**src/plist_pkg.sv**
```systemverilog
`timescale 1ns / 1ps

package plist_pkg;

  // Field widths of one input item and one result item.
  localparam int CMD_W = 2;
  localparam int POS_W = 9;
  localparam int VAL_W = 64;
  localparam int ST_W  = 2;
  localparam int LEN_W = 9;

  // Default list capacity.
  localparam int DEF_CAPACITY = 256;

  // Fan-in of one level of the read-out tree.
  localparam int TREE_RADIX = 16;

  // Command codes; the unused code behaves as a read.
  localparam logic [CMD_W-1:0] CMD_INSERT = 2'd0;
  localparam logic [CMD_W-1:0] CMD_ERASE  = 2'd1;
  localparam logic [CMD_W-1:0] CMD_READ   = 2'd2;

  // Status codes.
  localparam logic [ST_W-1:0] STAT_DONE    = 2'd0;
  localparam logic [ST_W-1:0] STAT_FULL    = 2'd1;
  localparam logic [ST_W-1:0] STAT_OUTSIDE = 2'd2;

  // Operation broadcast to every cell.
  typedef enum logic [1:0] {
    OP_HOLD,
    OP_INSERT,
    OP_ERASE
  } cell_op_t;

  // Control bundle shared by the whole row of cells.
  typedef struct packed {
    cell_op_t         op;
    logic             rd_en;
    logic [POS_W-1:0] pos;
    logic [VAL_W-1:0] value;
  } cell_ctrl_t;

  // Sequencer states.
  typedef enum logic [1:0] {
    S_IDLE,
    S_ISSUE,
    S_WAIT,
    S_RESP
  } state_t;

endpackage

```
**src/plist_cell.sv**
```systemverilog
`timescale 1ns / 1ps

module plist_cell import plist_pkg::*; #(
  parameter int IDX_W = 8
) (
  input  logic             clk,
  input  logic [IDX_W-1:0] idx,
  input  cell_ctrl_t       ctrl,
  input  logic [VAL_W-1:0] left_data,
  input  logic [VAL_W-1:0] right_data,
  output logic [VAL_W-1:0] data,
  output logic [VAL_W-1:0] rd_data
);

  localparam int CW = (IDX_W > POS_W) ? IDX_W : POS_W;

  logic [VAL_W-1:0] data_r;
  logic [VAL_W-1:0] data_nxt;
  logic [CW-1:0]    idx_ext;
  logic [CW-1:0]    pos_ext;

  assign idx_ext = CW'(idx);
  assign pos_ext = CW'(ctrl.pos);

  // Insert opens a gap at the position; erase closes the gap there.
  always_comb begin
    data_nxt = data_r;
    case (ctrl.op)
      OP_INSERT: begin
        if (idx_ext == pos_ext) begin
          data_nxt = ctrl.value;
        end else if (idx_ext > pos_ext) begin
          data_nxt = left_data;
        end
      end
      OP_ERASE: begin
        if (idx_ext >= pos_ext) begin
          data_nxt = right_data;
        end
      end
      default: data_nxt = data_r;
    endcase
  end

  always_ff @(posedge clk) begin
    data_r <= data_nxt;
  end

  assign data = data_r;

  // Only the addressed cell drives the read-out tree.
  assign rd_data = (ctrl.rd_en && (idx_ext == pos_ext)) ? data_r : '0;

endmodule

```
**config.mk**
```make
export PLATFORM = sky130hd
export DESIGN_NAME = plist_cell
export DESIGN_NICKNAME = d
export VERILOG_FILES = /design/src/plist_pkg.sv /design/src/plist_cell.sv
export SDC_FILE = /design/constraint.sdc
export NUM_CORES = 1
export LEC_CHECK = 0
export BUFFER_PORTS_ARGS = -buffer_cell sky130_fd_sc_hd__buf_4
export CAP_MARGIN = 20
export CORE_AREA = 2 2 131 133
export DETAILED_ROUTE_END_ITERATION = 7
export DIE_AREA = 0 0 133 135
export GPL_TIMING_DRIVEN = 0
export PLACE_DENSITY = 0.6
export SETUP_SLACK_MARGIN = 0.3
export SLEW_MARGIN = 10
export SYNTH_ARGS = -nofsm -noshare
export SYNTH_HDL_FRONTEND = slang
export SYNTH_SLANG_ARGS = --single-unit
export TNS_END_PERCENT = 10
```
**constraint.sdc**
```tcl
create_clock -name clk -period 6.2 [get_ports clk]
set_input_delay 0.62 -clock clk [delete_from_list [all_inputs] [get_ports clk]]
set_output_delay 0.62 -clock clk [all_outputs]
set_load 0.02 [all_outputs]
```
[Word level (Yosys, flattened, before mapping)]
Index checks and enable logic that the tools add are counted.
Cells by class
  magnitude comparators: 2
  equality and inequality tests: 5
  multiplexer cells: 5
  reductions and logical operators: 3
Operator list (number)
  two-way mux 64 bit: 4
  case mux 64 bit (2 select lines): 1
  == test 8 x 9 -> 1 bit: 1
  >= comparator 8 x 9 -> 1 bit: 1
  > comparator 8 x 9 -> 1 bit: 1
  != test 3 bit, second input constant: 1
  AND reduction 3 bit: 1
  == test 2 x 1 -> 1 bit, second input constant: 1
  == test 2 bit, second input constant: 1
  != test 2 bit, second input constant: 1
  nonzero test 2 bit: 1
  logical AND 1 bit: 1
Storage, ports and cells
  register bits after elaboration: 64
  input bits: 213

[Longest topological paths before layout]
  depth after elaboration: 4
  gate-level depth with buffers: 8

[Worst setup path after synthesis]
No wires, ideal clock.
  path kind: input port to flip-flop
  start: in ctrl[71] in the netlist's numbering
  end: reg data_r[0], in the netlist data[0], enable pin
  library setup time: 0.507 ns
  arrival time: 4.850 ns
  required time: 5.693 ns
  setup slack: 0.842 ns
  stages: 8
  cells stage by stage: inv_1 -> ha_1 -> nand4b_1 -> nor3_2 -> buf_4 -> buf_2 -> nor2_1 -> a21oi_1
On the way
  longest elaborated chain between the ends: 3
  elaborated cells between the ends (all ways): 6
  those cells by class: order compare: 2; eq/ne: 3; reduce/logical: 1
RTL lines
  from (decl): line plist_cell.sv:8  | input cell_ctrl_t ctrl,
  > comparator 8 x 9 -> 1 bit (tied with other cells): line plist_cell.sv:32  | end else if (idx_ext > pos_ext) begin
  != test 3 bit (no line) or != test 2 bit (tied branches)
  AND reduction 3 bit (no line) (*)
  to (signal assigned): line plist_cell.sv:46  | data_r <= data_nxt;
  to (decl): line plist_cell.sv:17  | logic [VAL_W-1:0] data_r;
Every way passes the cells marked *; elsewhere a longest branch is shown, timed or not.
A chain may end at the register's enable or synchronous reset.

[Worst setup path in the final report]
  start: in idx[7]
  end: out rd_data[23]
On the way
  longest elaborated chain between the ends: 3
RTL lines
  from (decl): line plist_cell.sv:7  | input logic [IDX_W-1:0] idx,
  == test 8 x 9 -> 1 bit: line plist_cell.sv:52  | assign rd_data = (ctrl.rd_en && (idx_ext == pos_ext)) ? data_r : '0;
  logical AND 1 bit: line plist_cell.sv:52
  two-way mux 64 bit: line plist_cell.sv:52
  to (decl): line plist_cell.sv:12  | output logic [VAL_W-1:0] rd_data
No other way between the ends.

==> metrics <==
status complete, no violations; CTS resizes 0; DRC Markers 0; Leak 3.32 nW; data required time at the worst endpoint 5.58 ns; CP startpoint kind input pin; f_max 0.330 GHz; Synth top area share 48.7%; Setup CP Type input pin to primary output; final instance area 7140 sq um; Synth top cells by count nand2_1, and3_1, edfxtp_1, mux2i_1, o21ai_1; crit path time final 3.03 ns; sequential-to-total area share from yosys stat 48.7%; Slew HR 50.4%; Post-CTS Setup Repair Bufs 0; CTS root buf clkbuf_16; Die Footprint 18000 sq um; CP most frequent cell buf_4; number of global-route vias before repair 4272; fin crit share 48.9%; layout cells sized above 1 50.3%; pin count of the biggest net entering global routing 23; Starting Density 24.0%; Least-Margin Pin Slew 0.744 ns; max_cap viols 0; Rows 47; Synthesis Warnings 0; mean routed wirelength per cell 17.2 um; synthesized area per cell 10.1 sq um; WHS 0.563 ns; FFs w/ async S/R, synth 0%; worst ir drop on vdd 0.111 mV; H-tree Lvls 3; Clock Pin Slew Worst Setup and Hold Paths 0.06 ns; hold_buf cts 0; most numerous cell in the Yosys netlist nand2_1; Hold Path Class input pin to flip-flop; Antenna diodes 0; Remaining Overflow, GRT 0; post-detail-place hpwl 13400 um; synthesis-stage register bit count 64; post-synth top area cell edfxtp_1; worst-path maximum fanout 10; post-synth net total 610; max incr delay on CP 0.30 ns; worst path arrival time 2.41 ns; Synth area leaders edfxtp_1, mux2i_1, and3_1, o21ai_1, nand2_1; CTS buffer count 9; Final setup viols 0; Die Y 135 um; GRT Total Usage 17.8%; Mapped Cells 389; Slowest-stage cell, CP ha_1; Worst Hold Path Cells 3; core area 16400 sq um; placed inst area 6840 sq um; DRT Pass-1 Iters 4; Area growth syn-to-layout 81.1%; Synth cell types 23; Post-Syn Area 3940 sq um; clock buffer depth 2; Pwr per Cell Area 189 nW/um^2; Net count, final 963; number of synthesized flops with an enable pin 64; Routed WL 16600 um; Setup crit start idx[7]; Sink Count 64; vias per cell 4.44; Top Family by Delay on Critical Path buffers and inverters; first-pass GRT wire length 24200 um; max FFs per register 64; CP cell instances buf_4 -> ha_1 -> nand4b_1 -> nor3_2 -> buf_4 -> clkbuf_2 -> and3_1 -> buf_4; final slew viol count 0; via count 4291; CP endpoint kind primary output; Overall Power 0.00135 W; Hold Path Sink data[8]$_DFFE_PP_; routability cong. 0.777; post-route ant nets 0; RSZ-0062 raised after global routing false; number of DRC markers in iteration 0 155; initial antenna violation count 0; die extent in x 133 um; Synth Flop Type edfxtp_1; number of I/O pins 341; IO Port Bufs 339; CTS tree yes; Fin. Hold Viols 0; TNS Setup 0 ns; HP Start right_data[8]; Buf/Inv on CP 4
power breakdown:
part | internal (W) | switching (W)
registers | 0.000521 | 0.0000187
logic | 0.000158 | 0.000138
clock network | 0.000311 | 0.000203
total | 0.000991 | 0.000359
logic make-up after synthesis:
kind of cell             share of synthesized area [%]
multiplexers                                      16.2
XOR/XNOR                                         0.222
flip-flops                                        48.7
AND/OR/NAND/NOR                                   17.8
buffers and inverters                             5.52
adder cells (fa/ha/maj)                           2.54
AO/OA/AOI/OAI                                     8.95
how the worst max path moves through the flow:
stage                    endpoint  slack (ns)  cells after the start
2_1_floorplan   data[0]$_DFFE_PP_        0.84                      8
6_report              rd_data[23]        3.17                      8
3_5_place_dp   data[34]$_DFFE_PP_        2.86                     10
3_3_place_gp   data[34]$_DFFE_PP_       -1.25                      8
4_1_cts               rd_data[23]        3.11                      8
5_1_grt               rd_data[23]        2.98                      9
cells in the final DEF (no fill, tap or decap), drive strengths merged, types with 2 or more instances in the layout:
cell | netlist | final
o21ai | 65 | 65
buf | 12 | 354
inv | 8 | 8
nor2 | 4 | 4
clkinvlp | 0 | 2
nand3 | 2 | 2
and3 | 64 | 64
clkbuf | 23 | 32
ha | 8 | 8
a21oi | 4 | 4
mux2i | 64 | 64
nand2 | 65 | 65
edfxtp | 64 | 64
clkinv | 0 | 4
per-layer routing:
metal / vias up / GRT usage, % / wire length [um]
li1: 2117 / - / -
met1: 1941 / 20.7 / 6430
met2: 217 / 32.5 / 8610
met3: 16 / 4.13 / 1350
met4: 0 / 5.56 / 242
met5: - / 0 / 0
final cells by class:
cell class / instances / area (sq um)
buffer: 35 / 188
clock buffer: 9 / 225
tap: 220 / 275
fill: 1679 / 9270
inverter: 8 / 30.0
timing repair buffer: 342 / 2620
clock inverter: 7 / 72.6
sequential: 64 / 1920
multi-input combinational: 282 / 1810
per-stage QoR:
stage / util (%) / setup WS (ns) / instances
after floorplan: - / 0.842 / 389
after global placement: 41.2 / -1.25 / 948
after detailed placement: 41.7 / 2.86 / 951
after CTS: 43.5 / 3.11 / 967
after global routing: 43.5 / 2.98 / 967
final: 43.5 / 3.17 / 967
No activity file was read; power rests on OpenSTA's default activity.
