[src/plist_pkg.sv]
`timescale 1ns / 1ps

package plist_pkg;

  // Field widths of one input item and one result item.
  localparam int CMD_W = 2;
  localparam int POS_W = 9;
  localparam int VAL_W = 64;
  localparam int ST_W  = 2;
  localparam int LEN_W = 9;

  // Default list capacity.
  localparam int DEF_CAPACITY = 256;

  // Fan-in of one level of the read-out tree.
  localparam int TREE_RADIX = 16;

  // Command codes; the unused code behaves as a read.
  localparam logic [CMD_W-1:0] CMD_INSERT = 2'd0;
  localparam logic [CMD_W-1:0] CMD_ERASE  = 2'd1;
  localparam logic [CMD_W-1:0] CMD_READ   = 2'd2;

  // Status codes.
  localparam logic [ST_W-1:0] STAT_DONE    = 2'd0;
  localparam logic [ST_W-1:0] STAT_FULL    = 2'd1;
  localparam logic [ST_W-1:0] STAT_OUTSIDE = 2'd2;

  // Operation broadcast to every cell.
  typedef enum logic [1:0] {
    OP_HOLD,
    OP_INSERT,
    OP_ERASE
  } cell_op_t;

  // Control bundle shared by the whole row of cells.
  typedef struct packed {
    cell_op_t         op;
    logic             rd_en;
    logic [POS_W-1:0] pos;
    logic [VAL_W-1:0] value;
  } cell_ctrl_t;

  // Sequencer states.
  typedef enum logic [1:0] {
    S_IDLE,
    S_ISSUE,
    S_WAIT,
    S_RESP
  } state_t;

endpackage

[src/plist_or_tree.sv]
`timescale 1ns / 1ps

module plist_or_tree import plist_pkg::*; #(
  parameter int N = 16,
  parameter int W = 64
) (
  input  logic         clk,
  input  logic         rst_n,
  input  logic         in_valid,
  input  logic [W-1:0] in_data [N],
  output logic         out_valid,
  output logic [W-1:0] out_data
);

  localparam int G = (N + TREE_RADIX - 1) / TREE_RADIX;

  logic [W-1:0] grp_r [G];
  logic         vld_r;

  // Valid flag travels with the partial results.
  always_ff @(posedge clk) begin
    if (!rst_n) begin
      vld_r <= 1'b0;
    end else begin
      vld_r <= in_valid;
    end
  end

  // One registered OR per group of inputs.
  for (genvar g = 0; g < G; g++) begin : g_grp
    localparam int LO  = g * TREE_RADIX;
    localparam int CNT = ((N - LO) < TREE_RADIX) ? (N - LO) : TREE_RADIX;

    logic [W-1:0] grp_nxt;

    always_comb begin
      grp_nxt = '0;
      for (int k = 0; k < CNT; k++) begin
        grp_nxt = grp_nxt | in_data[LO + k];
      end
    end

    always_ff @(posedge clk) begin
      grp_r[g] <= grp_nxt;
    end
  end

  // Further levels until a single group is left.
  if (G == 1) begin : g_last
    assign out_valid = vld_r;
    assign out_data  = grp_r[0];
  end else begin : g_next
    plist_or_tree #(
      .N(G),
      .W(W)
    ) u_next (
      .clk      (clk),
      .rst_n    (rst_n),
      .in_valid (vld_r),
      .in_data  (grp_r),
      .out_valid(out_valid),
      .out_data (out_data)
    );
  end

endmodule

[config.mk]
export PLATFORM = sky130hd
export DESIGN_NAME = plist_or_tree
export DESIGN_NICKNAME = d
export VERILOG_FILES = /design/src/plist_pkg.sv /design/src/plist_or_tree.sv
export SDC_FILE = /design/constraint.sdc
export NUM_CORES = 1
export LEC_CHECK = 0
export ABC_AREA = 0
export BUFFER_PORTS_ARGS = -buffer_cell sky130_fd_sc_hd__buf_2
export CAP_MARGIN = 20
export CORE_AREA = 8 8 414 416
export CTS_CLUSTER_DIAMETER = 150
export DETAILED_ROUTE_END_ITERATION = 6
export DIE_AREA = 0 0 422 424
export SETUP_SLACK_MARGIN = 0.2
export SYNTH_ARGS = -nofsm -noshare
export SYNTH_HDL_FRONTEND = slang
export SYNTH_SLANG_ARGS = --single-unit
export TNS_END_PERCENT = 100
[constraint.sdc]
create_clock -name clk -period 0.8 [get_ports clk]
set_input_delay 0.12 -clock clk [delete_from_list [all_inputs] [get_ports clk]]
set_output_delay 0.12 -clock clk [all_outputs]
set_load 0.01 [all_outputs]
==> After elaboration in Yosys (flattened, before gate mapping) <==
Memories as Yosys holds them, arrays and structs flattened.
Cells that the tools add are included.
{ "word_totals": {"register_bits": 1, "ramBits": 64, "output_inout_bits": 65, "word_cells": 17, "memories": 1} }
{ "memory_table": {"columns": ["memory", "depth", "width", "rd", "rd_ports_with_merged_regs", "write_ports", "line_no", "source"], "rows": [
  ["grp_r", 1, 64, 1, 0, 1, "plist_or_tree.sv:17", "logic [W-1:0] grp_r [G];"]
]} }
{ "classes": {"bitwise": 15} }
{ "op_table": {"columns": ["cell", "count"], "rows": [
  ["bitwise OR 64 bit", 15]
]} }

==> Depth between registers and ports, before layout <==
Gate-level depths: netlist of the first run.
{ "depth": {"word_depth": 15, "ltp_mapped": 2} }

==> Worst setup path before layout of the first run <==
No wires, ideal clock.
{ "synth_timing": {"path_type": "input -> register", "start": "input port in_data[768] (netlist bit)", "end": "memory grp_r[0][0]", "arrival_ns": 0.464, "t_required_ns": 0.665, "setup_slack_ns": 0.201, "cell_stages": 2, "n_path_buf": 0, "cell_sequence": "nor4_1 nand4_1"} }
{ "synth_between": {"elab_chain_cells": 13} }
{ "synth_lines": {"columns": ["element", "line_no", "source"], "rows": [
  ["start, declared", "plist_or_tree.sv:10", "input logic [W-1:0] in_data [N],"],
  ["bitwise OR 64 bit (13 in a row)", "plist_or_tree.sv:39", "grp_nxt = grp_nxt | in_data[LO + k];"],
  ["named net g_grp[0].grp_nxt[0]", "plist_or_tree.sv:34", "logic [W-1:0] grp_nxt;"],
  ["end, declared", "plist_or_tree.sv:17", null]
]} }
The timed path passes the listed nets, and every way through them passes these cells.

==> Final worst setup path of the first run <==
{ "layout_timing": {"start": "register vld_r, in the netlist out_valid", "end": "output port out_valid"} }
{ "layout_rtl": {"columns": ["element", "line_no", "source"], "rows": [
  ["start, declared", "plist_or_tree.sv:18", "logic vld_r;"],
  ["start signal, assigned", "plist_or_tree.sv:25", "vld_r <= in_valid;"],
  ["end, declared", "plist_or_tree.sv:11", "output logic out_valid,"]
]} }
No word-level cell between the ends.

==> results of run 1 <==
how the worst max path moves through the flow:
stage,from,endpoint,depth (start not counted)
floorplan,in_data[768],grp_r[0][0],2
global placement,in_data[319],grp_r[0][63],4
detailed placement,in_data[310],grp_r[0][54],4
CTS,out_valid,out_valid,1
global route,out_valid,out_valid,1
finish,out_valid,out_valid,1
flip-flops by register name, indices dropped and copies added (netlist names):
name and cells:
grp_r 64, out_valid 1
per-stage QoR:
stage               setup slack, ns  instance area [µm²]
detailed placement           -0.238                12500
finish                       -0.298                13700
global route                 -0.354                13600
floorplan                     0.201                 3310
CTS                          -0.406                13400
global placement             -0.148                12500
power groups by stage:
stage               combinational [mW]  clock [mW]  sequential [mW]
floorplan                        0.236           0             3.31
global placement                  3.18           0             3.31
detailed placement                3.30           0             3.31
CTS                               3.33        5.88             3.24
global route                      3.59        5.80             3.23
finish                            3.35        5.41             3.23
synth_stat cells:
master	instances	share of area
nor4_1	256	0.48
and2_1	1	0.0019
dfxtp_1	65	0.39
nand4_1	64	0.12
cell families (layout without fill, tap and decap cells):
logic type / Yosys count / after routing
DFF: 65 / 65
other: 0 / 100
and+or+nand+nor: 321 / 321
buffers and inverters: 0 / 1223
timing repair:
action / in CTS / in global routing
gates resized for setup: 191 / 22
endpoints found under the setup margin: 65 / 74
hold endpoints to repair: 65 / 62
pin swaps: 0 / 0
final cells by class:
cell class                 instances  area [µm²]  area share
tap                             2189        2740       0.200
timing repair buffer            1207        6910       0.503
sequential                        65        1380       0.100
clock inverter                     4        75.1     0.00547
clock buffer                      12         256      0.0187
multi-input combinational        321        2120       0.154
antenna                          100         250      0.0182
worst min-delay path, cell delays in order:
cell and delay [ns]:
buf_2 0.07, nor4_1 0.03, nand4_1 0.06
routing by layer:
metal | global-route usage | up-vias | wire length (µm)
met3 | 0.110 | 663 | 23300
met1 | 0.141 | 4913 | 44400
li1 | - | 4375 | -
met2 | 0.248 | 1405 | 65600
met4 | 0.0466 | 188 | 5640
met5 | 0 | - | 1270
==> impl_metrics.py, run 1 <==
metrics = {
    "setup_path": {
        "crit_path_max_fanout": 1,
        "crit_path_max_incr_delay_ns": 0.35,
        "crit_chain": "buf_12",
        "slowest_stage": "dfxtp_2",
        "critical_path_class": "reg2out",
        "critPathLaunchType": "flip-flop",
        "crit_family": "flip-flops",
        "timing.critical_path.buf_inv": 1,
        "worstPathRequired_ns": 0.68,
        "end_kind": "output port",
        "arrival_ns": 0.98,
    },
    "die": {
        "top_level_ports": 1092,
        "start_util": 0.0201,
        "row_count": 149,
        "die_w_um": 422,
        "coreArea_um2": 164000,
        "die_area_um2": 179000,
        "dieHeight_um": 424,
    },
    "clock_network": {
        "post_cts_buffers": 0,
        "cts_sinks": 65,
        "h-tree-depth": 3,
        "clk_pin_slew_ns": 0.09,
        "cts_hold_buf": 2,
        "cts_buffers": 9,
        "clockBufferDepth": 2,
        "cts_tree": "done",
        "root_buffer": "clkbuf_16",
    },
    "synthesis": {
        "syn_area_um2": 3310,
        "synth_simple_gate_area_frac": 0.607,
        "muxShareOfSynthArea": 0,
        "synth_cell_types": 4,
        "synth-xor-area-share": 0,
        "synth_nets": 1413,
        "synth_top_family_by_area": "simple AND/OR/NAND/NOR gates",
        "yosysWarnings": 0,
        "post_synth_fa_ha_maj_area_fraction": 0,
        "synth_cells": 386,
        "synth_seq_area_share": 0.393,
        "ys_ff_latch": 65,
        "synth_compound_area_frac": 0,
        "synth.avg_cell_area_um2": 8.57,
    },
    "routing": {
        "vias": 11500,
        "vias_per_cell": 2.96,
        "ant_nets": 0,
        "wirelength_um": 140000,
        "drc": 0,
        "drt_first_pass_iters": 5,
        "drtIter0Drc": 1271,
        "wl_per_cell_um": 36.0,
    },
    "global_route": {
        "grt_pass1_vias": 10600,
        "grt_overflow": 0,
        "track_usage": 0.148,
        "antenna_found_initial": 366,
        "grt_max_degree": 12,
        "grt_pass1_wl_um": 162000,
    },
    "sta": {
        "slew_viol_final": 0,
        "slew_headroom": 0.677,
        "worst_slack_ns": -0.298,
        "fin_setup_tns_ns": -14.19,
        "worst_pin_slew_ns": 0.480,
        "period_share": 1.37,
        "rsz0062_at_grt": "yes",
        "setup_viol": 65,
        "fmax_ghz": 0.911,
        "hold_slack_ns": -0.115,
        "hold_viol": 62,
        "fin_crit_ns": 1.10,
    },
    "cells_and_area": {
        "mostFrequentLayoutCell": "buf_2",
        "final_util": 0.0835,
        "final.fill_count": 19400,
        "area_delta_synth_final_pct": 315,
        "layout-drive-gt1-share": 0.807,
        "final-instance-count-excl-fill": 3898,
        "final_cell_mix": "buf_2 (1,029), nor4_1 (240), buf_4 (114)",
        "final_nets": 2631,
    },
    "hold_path": {
        "hp-start": "in_data[79]",
        "hold_end": "grp_r[0][15]",
        "hold_path.class": "in2reg",
        "holdPathStages": 3,
    },
    "placed_design": {
        "io_buffers": 1091,
        "dpl.cell_count": 3780,
        "gp_congestion": 1.23,
        "dp_hpwl_um": 134000,
    },
    "power": {
        "switching_share": 0.313,
        "switchingPower_mw": 3.75,
        "internal_power_mw": 8.24,
        "p_leak_nw": 5.92,
        "p_total_mw": 12.0,
        "power_frac_seq": 0.270,
        "pwr-share-comb": 0.279,
        "powerDensity_nw_per_um2": 874,
        "power.share.clock": 0.451,
        "ir_worst_vdd_uv": 732,
    },
    "status": {
        "outcome": "finished with violations",
        "failed_checks": "negative hold slack, negative setup slack",
    },
    "run": {
        "drv_cap": 0,
    },
}
Power figures use the tool's default switching activity.
==> run 2: changes to the inputs <==
--- a/config.mk
+++ b/config.mk
@@ -12,6 +12,7 @@
 export CTS_CLUSTER_DIAMETER = 150
 export DETAILED_ROUTE_END_ITERATION = 6
 export DIE_AREA = 0 0 422 424
+export RECOVER_POWER = 50
 export SETUP_SLACK_MARGIN = 0.2
 export SYNTH_ARGS = -nofsm -noshare
 export SYNTH_HDL_FRONTEND = slang
==> run 2 against run 1 <==
  * The flow still finishes with violations (negative hold slack, negative setup slack)
  * Clock power about the same
  * Global-route usage unchanged
  * First-iteration DRC count down 3.0%
  * Cell area down 0.62%
  * Maximum frequency about the same
==> impl_metrics.py, run 2 (synthesis gave the netlist of run 1 again) <==
metrics = {
    "placed_design": {
        "gp_congestion": 1.23,
        "dp_hpwl_um": 134000,
        "dpl.cell_count": 3780,
        "io_buffers": 1091,
    },
    "setup_path": {
        "crit_chain": "buf_12",
        "worstPathRequired_ns": 0.68,
        "end_kind": "output port",
        "crit_end": "out_valid",
        "critPathLaunchType": "flip-flop",
        "critical_path_class": "reg2out",
        "crit_family": "flip-flops",
        "critPathLaunch": "out_valid",
        "slowest_stage": "dfxtp_2",
        "timing.critical_path.buf_inv": 1,
        "cp.depth": 1,
        "arrival_ns": 0.98,
        "crit_path_max_incr_delay_ns": 0.35,
        "crit_path_max_fanout": 1,
    },
    "sta": {
        "period_share": 1.37,
        "fmax_ghz": 0.911,
        "setup_viol": 66,
        "hold_slack_ns": -0.113,
        "slew_viol_final": 0,
        "fin_crit_ns": 1.10,
        "hold_viol": 62,
        "worst_slack_ns": -0.298,
        "worst_pin_slew_ns": 0.508,
        "slew_headroom": 0.661,
        "rsz0062_at_grt": "yes",
    },
    "global_route": {
        "track_usage": 0.148,
        "grt_overflow": 0,
        "grt_pass1_vias": 10600,
        "grt_max_degree": 12,
        "grt_pass1_wl_um": 162000,
        "antenna_found_initial": 366,
    },
    "routing": {
        "vias": 11500,
        "wl_per_cell_um": 36.0,
        "drc": 0,
        "vias_per_cell": 2.96,
        "drt_first_pass_iters": 5,
        "ant_nets": 0,
        "drtIter0Drc": 1233,
        "wirelength_um": 140000,
    },
    "cells_and_area": {
        "final.fill_count": 19400,
        "regMostFlops": "grp_r",
        "largest_register_ffs": 64,
        "final_nets": 2631,
        "final_cell_mix": "buf_2 (1,028), nor4_1 (240), buf_4 (94)",
        "area_delta_synth_final_pct": 312,
        "final-instance-count-excl-fill": 3894,
        "mostFrequentLayoutCell": "buf_2",
        "layout-drive-gt1-share": 0.794,
    },
    "hold_path": {
        "hold_path.class": "in2reg",
        "holdPathStages": 3,
    },
    "die": {
        "row_count": 149,
        "start_util": 0.0201,
        "coreArea_um2": 164000,
        "die_w_um": 422,
        "die_area_um2": 179000,
        "dieHeight_um": 424,
        "top_level_ports": 1092,
    },
    "run": {
        "drv_cap": 0,
    },
    "power": {
        "powerDensity_nw_per_um2": 878,
        "ir_worst_vdd_uv": 714,
        "p_leak_nw": 5.83,
    },
    "clock_network": {
        "clockBufferDepth": 2,
        "post_cts_buffers": 0,
        "root_buffer": "clkbuf_16",
        "h-tree-depth": 3,
        "cts_sinks": 65,
        "cts_hold_buf": 2,
        "cts_tree": "done",
        "clk_pin_slew_ns": 0.09,
        "cts_buffers": 9,
    },
    "status": {
        "failed_checks": "negative hold slack, negative setup slack",
        "outcome": "finished with violations",
    },
}
run 2: cell types whose count changed in the layout (fill, tap and decap cells not counted), sizes merged:
cell and change:
clkbuf +20, buf -20, diode -4
run 2: worst min-delay path by stage:
stage | startpoint | endpoint
floorplan | in_data[0] | grp_r[0][0]
global placement | in_data[24] | grp_r[0][24]
detailed placement | in_data[328] | grp_r[0][8]
CTS | in_data[328] | grp_r[0][8]
global route | in_data[328] | grp_r[0][8]
finish | in_data[328] | grp_r[0][8]
run 2: metrics by stage:
stage	TNS (ns)	setup WS (ns)	utilization	cell area (µm²)	total power, mW
after floorplan	0	0.201	-	3310	3.55
after global placement	-6.06	-0.148	0.0760	12500	6.49
after detailed placement	-9.25	-0.238	0.0760	12500	6.61
after CTS	-19.34	-0.406	0.0813	13400	12.4
after global routing	-17.76	-0.354	0.0824	13500	12.6
final	-14.18	-0.298	0.0830	13600	12.0
run 2: area by class of cell:
| cell class | instances | area, µm² | area share |
|---|---|---|---|
| clock buffer | 12 | 256 | 0.0188 |
| tap | 2189 | 2740 | 0.201 |
| timing repair buffer | 1207 | 6830 | 0.501 |
| multi-input combinational | 321 | 2120 | 0.155 |
| sequential | 65 | 1380 | 0.101 |
| antenna | 96 | 240 | 0.0176 |
| clock inverter | 4 | 75.1 | 0.00550 |
run 2: metal layers:
metal | share of wire | global-route usage | up-vias
met5 | 0.0090 | 0 | -
met1 | 0.32 | 0.141 | 4913
li1 | - | - | 4370
met3 | 0.16 | 0.110 | 643
met2 | 0.47 | 0.248 | 1397
met4 | 0.039 | 0.0466 | 192
run 2: power by group:
part	switching [mW]	leakage, nW	internal [mW]
sequential	0.00252	0.496	3.23
clock	2.49	0.156	2.91
combinational	1.26	5.18	2.08
run 2: repair_timing:
action | in CTS | in global routing
hold endpoints to repair | 65 | 62
cloned | 0 | 0
gates resized for setup | 191 | 22
endpoints found under the setup margin | 65 | 74
run 2: tightest hold or removal path, stage by stage:
cell and delay [ns]:
buf_2 0.08, nor4_1 0.04, nand4_1 0.05
